### config.mk
export PLATFORM = sky130hd
export DESIGN_NAME = ish_mul
export DESIGN_NICKNAME = d
export VERILOG_FILES = /design/src/sv/ish_pkg.sv /design/src/sv/ish_mul.sv
export SDC_FILE = /design/constraint.sdc
export NUM_CORES = 2
export LEC_CHECK = 0
export BUFFER_PORTS_ARGS = -buffer_cell sky130_fd_sc_hd__clkbuf_2
export CORE_MARGIN = 3
export CORE_UTILIZATION = 40
export CTS_BUF_LIST = sky130_fd_sc_hd__clkbuf_2
export CTS_CLUSTER_SIZE = 24
export DETAILED_ROUTE_END_ITERATION = 16
export GPL_ROUTABILITY_DRIVEN = 0
export PLACE_DENSITY_LB_ADDON = 0.15
export SYNTH_ARGS = -nofsm -noshare
export SYNTH_HDL_FRONTEND = slang
export SYNTH_SLANG_ARGS = --single-unit
### constraint.sdc
create_clock -name clk -period 12.7 [get_ports clk]
set_input_delay 0.635 -clock clk [delete_from_list [all_inputs] [get_ports clk]]
set_output_delay 0.635 -clock clk [all_outputs]
set_load 0.03 [all_outputs]
### src/sv/ish_pkg.sv
package ish_pkg;

	// Storage geometry.
	localparam int MAX_LEN     = 1024;
	localparam int STORE_DEPTH = MAX_LEN + 1;
	localparam int LEN_W       = $clog2(STORE_DEPTH);

	// Hash word and the digit-serial multiplier geometry.
	localparam int HASH_W      = 64;
	localparam int DIGIT_W     = 8;
	localparam int MUL_DIGITS  = HASH_W / DIGIT_W;
	localparam int DIGIT_CNT_W = $clog2(MUL_DIGITS);

	localparam logic [HASH_W-1:0] BASE_RESET = 64'd100000000003;

	// Configuration port: one 64-bit register, byte address 8*i.
	localparam int CFG_ADDR_W = 4;
	localparam int CFG_DATA_W = 64;
	localparam logic REG_BASE = 1'b0;

	typedef enum logic [1:0] {
		ACT_APPEND  = 2'd0,
		ACT_QUERY   = 2'd1,
		ACT_RESTART = 2'd2
	} action_t;

	typedef enum logic [1:0] {
		STAT_OK    = 2'd0,
		STAT_RANGE = 2'd1,
		STAT_FULL  = 2'd2
	} status_t;

	typedef struct packed {
		logic [1:0]       action;
		logic [7:0]       byte_value;
		logic [LEN_W-1:0] query_start;
		logic [LEN_W-1:0] query_end;
	} item_t;

	typedef struct packed {
		logic [1:0]        status;
		logic [HASH_W-1:0] hash_value;
		logic [LEN_W-1:0]  current_length;
	} result_t;

	// Write request into the prefix and power tables.
	typedef struct packed {
		logic              en;
		logic [LEN_W-1:0]  addr;
		logic [HASH_W-1:0] prefix;
		logic [HASH_W-1:0] power;
	} store_wr_t;

	// Addition modulo 2^64-1: the carry out wraps into bit zero.
	function automatic logic [HASH_W-1:0] eac_add(input logic [HASH_W-1:0] a,
		input logic [HASH_W-1:0] b);
		logic [HASH_W:0] s;
		s = {1'b0, a} + {1'b0, b};
		return s[HASH_W-1:0] + {{(HASH_W-1){1'b0}}, s[HASH_W]};
	endfunction

	// The all-ones word is the second form of zero.
	function automatic logic [HASH_W-1:0] normalize(input logic [HASH_W-1:0] x);
		return (x == '1) ? '0 : x;
	endfunction

endpackage

### src/sv/ish_mul.sv
module ish_mul (
	input  logic                       clk,
	input  logic                       arst_n,
	input  logic                       start,
	input  logic [ish_pkg::HASH_W-1:0] a,
	input  logic [ish_pkg::HASH_W-1:0] b,
	output logic                       done,
	output logic [ish_pkg::HASH_W-1:0] result
);

	logic [ish_pkg::HASH_W-1:0]      a_q;
	logic [ish_pkg::HASH_W-1:0]      b_q;
	logic [ish_pkg::HASH_W-1:0]      acc_q;
	logic [ish_pkg::DIGIT_CNT_W-1:0] cnt_q;
	logic                            busy_q;
	logic                            done_q;

	logic [ish_pkg::DIGIT_W-1:0]                  digit;
	logic [ish_pkg::HASH_W-1:0]                   rot;
	logic [ish_pkg::HASH_W+ish_pkg::DIGIT_W-1:0]  prod;
	logic [ish_pkg::HASH_W+ish_pkg::DIGIT_W-1:0]  sum;
	logic [ish_pkg::HASH_W-1:0]                   acc_next;

	// Horner step over the digits of b, most significant first. Since
	// 2^64 is one modulo 2^64-1, scaling the accumulator by the digit
	// radix is a left rotation.
	always_comb begin
		digit    = b_q[ish_pkg::HASH_W-1 -: ish_pkg::DIGIT_W];
		rot      = {acc_q[ish_pkg::HASH_W-ish_pkg::DIGIT_W-1:0],
			acc_q[ish_pkg::HASH_W-1 -: ish_pkg::DIGIT_W]};
		prod     = {{ish_pkg::DIGIT_W{1'b0}}, a_q} *
			{{ish_pkg::HASH_W{1'b0}}, digit};
		sum      = prod + {{ish_pkg::DIGIT_W{1'b0}}, rot};
		acc_next = ish_pkg::eac_add(sum[ish_pkg::HASH_W-1:0],
			{{(ish_pkg::HASH_W-ish_pkg::DIGIT_W){1'b0}},
			sum[ish_pkg::HASH_W+ish_pkg::DIGIT_W-1:ish_pkg::HASH_W]});
	end

	always_ff @(posedge clk or negedge arst_n) begin
		if (!arst_n) begin
			busy_q <= 1'b0;
			done_q <= 1'b0;
			cnt_q  <= '0;
		end else begin
			done_q <= 1'b0;
			if (start) begin
				busy_q <= 1'b1;
				cnt_q  <= '0;
			end else if (busy_q) begin
				cnt_q <= cnt_q + ish_pkg::DIGIT_CNT_W'(1);
				if (cnt_q == ish_pkg::DIGIT_CNT_W'(ish_pkg::MUL_DIGITS - 1)) begin
					busy_q <= 1'b0;
					done_q <= 1'b1;
				end
			end
		end
	end

	always_ff @(posedge clk) begin
		if (start) begin
			a_q   <= a;
			b_q   <= b;
			acc_q <= '0;
		end else if (busy_q) begin
			b_q   <= b_q << ish_pkg::DIGIT_W;
			acc_q <= acc_next;
		end
	end

	assign done   = done_q;
	assign result = acc_q;

endmodule

---- Word level (Yosys, flattened, before mapping) ----
Cells that the tools add are included.
cells by class
  add/sub/neg operators ................... 4
  multiply operators ...................... 1
  equal/unequal tests ..................... 1
  mux-type cells .......................... 10
  reduce and logical (&&, ||, !) cells .... 1
operator list
  kind                                          count
  two-way mux 64 bit                            2
  adder 72 x 64 -> 72 bit                       1
  multiplier 64 x 8 -> 72 bit                   1
  adder 64 x 8 -> 65 bit                        1
  adder 64 x 1 -> 64 bit                        1
  two-way mux 1 bit                             6
  two-way mux 3 bit                             2
  adder 3 x 1 -> 3 bit (second input constant)  1
  equality test 3 bit (second input constant)   1
  nonzero test 2 bit                            1
storage, ports and cells
  register bits after elaboration ......... 197
  bits of input ports ..................... 131
  output and inout bits ................... 65
  word-level logic and storage cells ...... 23

---- Logic depth before layout (Yosys ltp) ----
  word-level depth ........................ 4
  depth in mapped cells ................... 50
  gate-level depth less buffers ........... 47

---- Worst setup path before layout ----
Ideal clock, no wire load.
  path type ............................... register -> register
  from .................................... register b_q[57] in the netlist's numbering
  to ...................................... register acc_q (netlist bit result[58])
  arrival time ............................ 11.671 ns
  required time ........................... 12.605 ns
  slack ................................... 0.933 ns
  stages on the path, launching flop included .. 49
  cells stage by stage .................... edfxtp_1 clkbuf_1 clkbuf_1 nand2_1 fa_1 inv_1 fa_1 fa_1 inv_1 fa_1 inv_1 ha_1 clkbuf_1 a21oi_1 o21a_1 o21ai_0 a211o_1 or3_1 [13 not listed] nor2_1 nand4_1 or4_1 or3_1 or3_4 nor3_1 ha_1 ha_1 and2_1 nand4b_1 a211oi_2 and4_1 or4b_1 nand4b_4 nor3_4 nand4_1 or4_1 o311ai_1
between the ends
  longest elaborated chain between the ends .. 4
ends and longest elaborated chain
  item                         RTL line       source
  start, declared              ish_mul.sv:12  logic [ish_pkg::HASH_W-1:0] b_q;
  start signal, assigned       ish_mul.sv:65  b_q <= b_q << ish_pkg::DIGIT_W;
  multiplier 64 x 8 -> 72 bit  ish_mul.sv:31  prod = {{ish_pkg::DIGIT_W{1'b0}}, a_q} *
  adder 72 x 64 -> 72 bit      ish_mul.sv:33  sum = prod + {{ish_pkg::DIGIT_W{1'b0}}, rot};
  adder 64 x 8 -> 65 bit       ish_pkg.sv:58  s = {1'b0, a} + {1'b0, b};
  adder 64 x 1 -> 64 bit       ish_pkg.sv:59  return s[HASH_W-1:0] + {{(HASH_W-1){1'b0}}, s[HASH_W]};
  end signal, assigned         ish_mul.sv:66  acc_q <= acc_next;
  end, declared                ish_mul.sv:13  logic [ish_pkg::HASH_W-1:0] acc_q;
Every way passes these cells.
A chain may end at the register's enable or synchronous reset.

---- Final worst setup path ----
  from .................................... register b_q[60] in the netlist's numbering
  to ...................................... register acc_q (netlist bit result[58])
Same word-level chain as after synthesis.

==> impl_metrics.tcl <==
set metrics [dict create \
    grt_max_degree 76 \
    dieHeight_um 278 \
    synth_enable_flop_cells 128 \
    io_buffers 195 \
    seq_area_um2 5250 \
    syn_nets 3940 \
    first_pass_iters 5 \
    syn2layout_area_growth_pct 14.6 \
    clock-root-buffer "clkbuf_2" \
    setup_viol 0 \
    initial_utilization 0.405 \
    die_x_um 278 \
    crit_start "b_q[60]" \
    path_class "reg2reg" \
    yosys-top-cells-area "fa_1 (30%), edfxtp_1 (13%), and2_1 (8.2%), inv_1 (6.8%), ha_1 (4.4%)" \
    ys_seq_area_frac 0.177 \
    outcome "finished clean" \
    slowest_delay_ns 0.57 \
    yosysWarnings 0 \
    max_freq_mhz 83.0 \
    fin_nets 4263 \
    fillers 7136 \
    cts_tree "built" \
    worstReg2RegStart "b_q[60]" \
    vias 24300 \
    fp-row-count 99 \
    maxSlewHeadroom 0.322 \
    hold_violations 0 \
    use_met1 0.346 \
    rsz0062_at_grt "no" \
    clkTransAtPathRegs_ns 0.45 \
    syn_inst 3268 \
    place_hpwl_mm 74.7 \
    synth_largest_area_cell "fa_1" \
    finalCritPeriodShare 0.949 \
    min_path_type "in2reg" \
    core-area_um2 73200 \
    synthDistinctLibCells 106 \
    first_global_vias 25300 \
    die-area_um2 77400 \
    grt_overflow 0 \
    grtUsageMet3 0.0249 \
    dp_cells 4398 \
    grt_antenna_before_repair 2 \
    antenna_left 0 \
    synth_most_common_cell "inv_1" \
    wl_per_cell_um 20.4 \
    worst_path_max_delay_cell "or4_1" \
    hp-start "a[51]" \
    endpoint_kind "flop" \
    synth_top_area_frac 0.295 \
    cts_htree_levels 4 \
    ys_ff_latch 197 \
    grt_pass1_wl_mm 149 \
    cts_buffer_depth 2 \
    stdcell_count 4567 \
    vias_per_cell 5.32 \
    min_period_ns 12.05 \
    cp-start-kind "flop" \
    drive_gt1_frac 0.140 \
    netlist_area_um2 29600 \
    drv_cap 0 \
    clock_sink_count 197 \
    synth_commonest_cells "inv_1 (538), fa_1 (437), and2_1 (387)" \
    drv_slew 0 \
    routed_wl_mm 93.1 \
    cts_buffers 17 \
    top_usage_layer "met2" \
    arrival_ns 13.16 \
    clock_skew_ns 0.0644 \
    use_met2 0.414 \
    multi_input_area_um2 21900 \
    cp_data_required_time_ns 13.81 \
    drt_iter0_drc 1795 \
    tightestPinTransition_ns 1.02 \
    async_reset_ff_frac 0.0254 \
    drc_errors 0 \
    crit_fanout 46 \
    reg2reg_slack_ns 0.65 \
    syn_avg_cell_area_um2 9.07 \
    track_usage 0.248 \
    clock_latency_ns 1.15 \
    synth_flop_cell "edfxtp_1" \
    io_pins 196 \
]
==> routing by layer <==
layer / wire [µm] / vias to the layer above
met5: 0 / -
met4: 2240 / 0
met3: 3510 / 93
met2: 44200 / 604
met1: 43200 / 12300
li1: - / 11300
==> cells in the final DEF (no fill, tap or decap), types with 28 or more instances in the layout <==
cell / synthesis / final
dfxtp_1: 64 / 64
nand2_1: 280 / 277
and2_1: 387 / 386
a211oi_1: 28 / 28
edfxtp_1: 128 / 128
clkbuf_2: 0 / 211
nand4_1: 51 / 51
mux2_2: 58 / 58
nand3_1: 52 / 52
xnor2_1: 89 / 89
nor2_1: 164 / 163
a21oi_1: 113 / 105
xor2_1: 40 / 40
fa_1: 437 / 437
o21ai_0: 75 / 70
inv_1: 538 / 537
buf_4: 19 / 103
ha_1: 104 / 100
nor3_1: 59 / 57
dlygate4sd3_1: 0 / 132
==> flip-flops by register name, summed over array words and instances, names as in the netlist <==
register	flops
a_q	64
b_q	64
result	64
cnt_q	3
busy_q	1
done	1
==> kinds of logic (layout without fill, tap and decap cells) <==
| group | Yosys count | in the layout | share of synthesized area |
|---|---|---|---|
| xor gates and xnor gates | 129 | 129 | 0.0381 |
| muxes | 85 | 85 | 0.0312 |
| DFF | 197 | 197 | 0.177 |
| AOI/OAI and AO/OA | 448 | 448 | 0.104 |
| adders and majority gates | 541 | 541 | 0.339 |
| buffers and inverters | 672 | 1008 | 0.0882 |
| and+or+nand+nor | 1196 | 1196 | 0.222 |
| other | 0 | 4 | 0 |
==> per-stage QoR <==
step / setup TNS, ns / hold WS, ns / worst slack, ns / utilization / instance area, µm²
floorplan: 0 / 0.339 / 0.933 / - / 29600
global placement: 0 / 0.464 / 0.107 / 0.439 / 32100
detailed placement: -0.0112 / 0.464 / -0.0112 / 0.439 / 32100
CTS: 0 / 0.00150 / 0.0246 / 0.461 / 33800
global route: 0 / 0.0639 / 0.00685 / 0.464 / 33900
finish: 0 / 0.163 / 0.646 / 0.464 / 33900
==> area by class of cell <==
cell class              count  share of cell area
diodes                      4            0.000295
clock buffers              17             0.00251
clock inverters            15             0.00682
inverters                 538              0.0595
multi-input cells        2399               0.646
flip-flops and latches    197               0.155
well taps                 959              0.0353
repair buffers            438              0.0949
==> what timing repair did <==
item,CTS,global route
hold buffers,132,0
pin swaps,0,11
hold endpoints to repair,178,0
resized for setup,2,46
setup buffers,0,1
setup endpoints to repair,9,42
==> path summary, 6_finish.rpt <==
kind                              end  cells after the start
hold reg to reg            result[10]                      2
max in group asynchronous      busy_q                      3
setup reg to reg           result[58]                     47
min in group asynchronous    cnt_q[2]                      3
hold / removal                a_q[51]                      2
setup / recovery           result[58]                     47
==> critical path: cells and delay by family, from the launching register on <==
kind                     cells  cell delay, ns
buffers and inverters        4            0.48
AO/OA/AOI/OAI               16            2.98
flip-flops                   1            0.52
AND/OR/NAND/NOR             19            4.86
adder cells (fa/ha/maj)      8            3.16
Power is left out: the tool's default activity adds up to more than one toggle a clock period on the data nets, which glitch-free logic cannot reach.
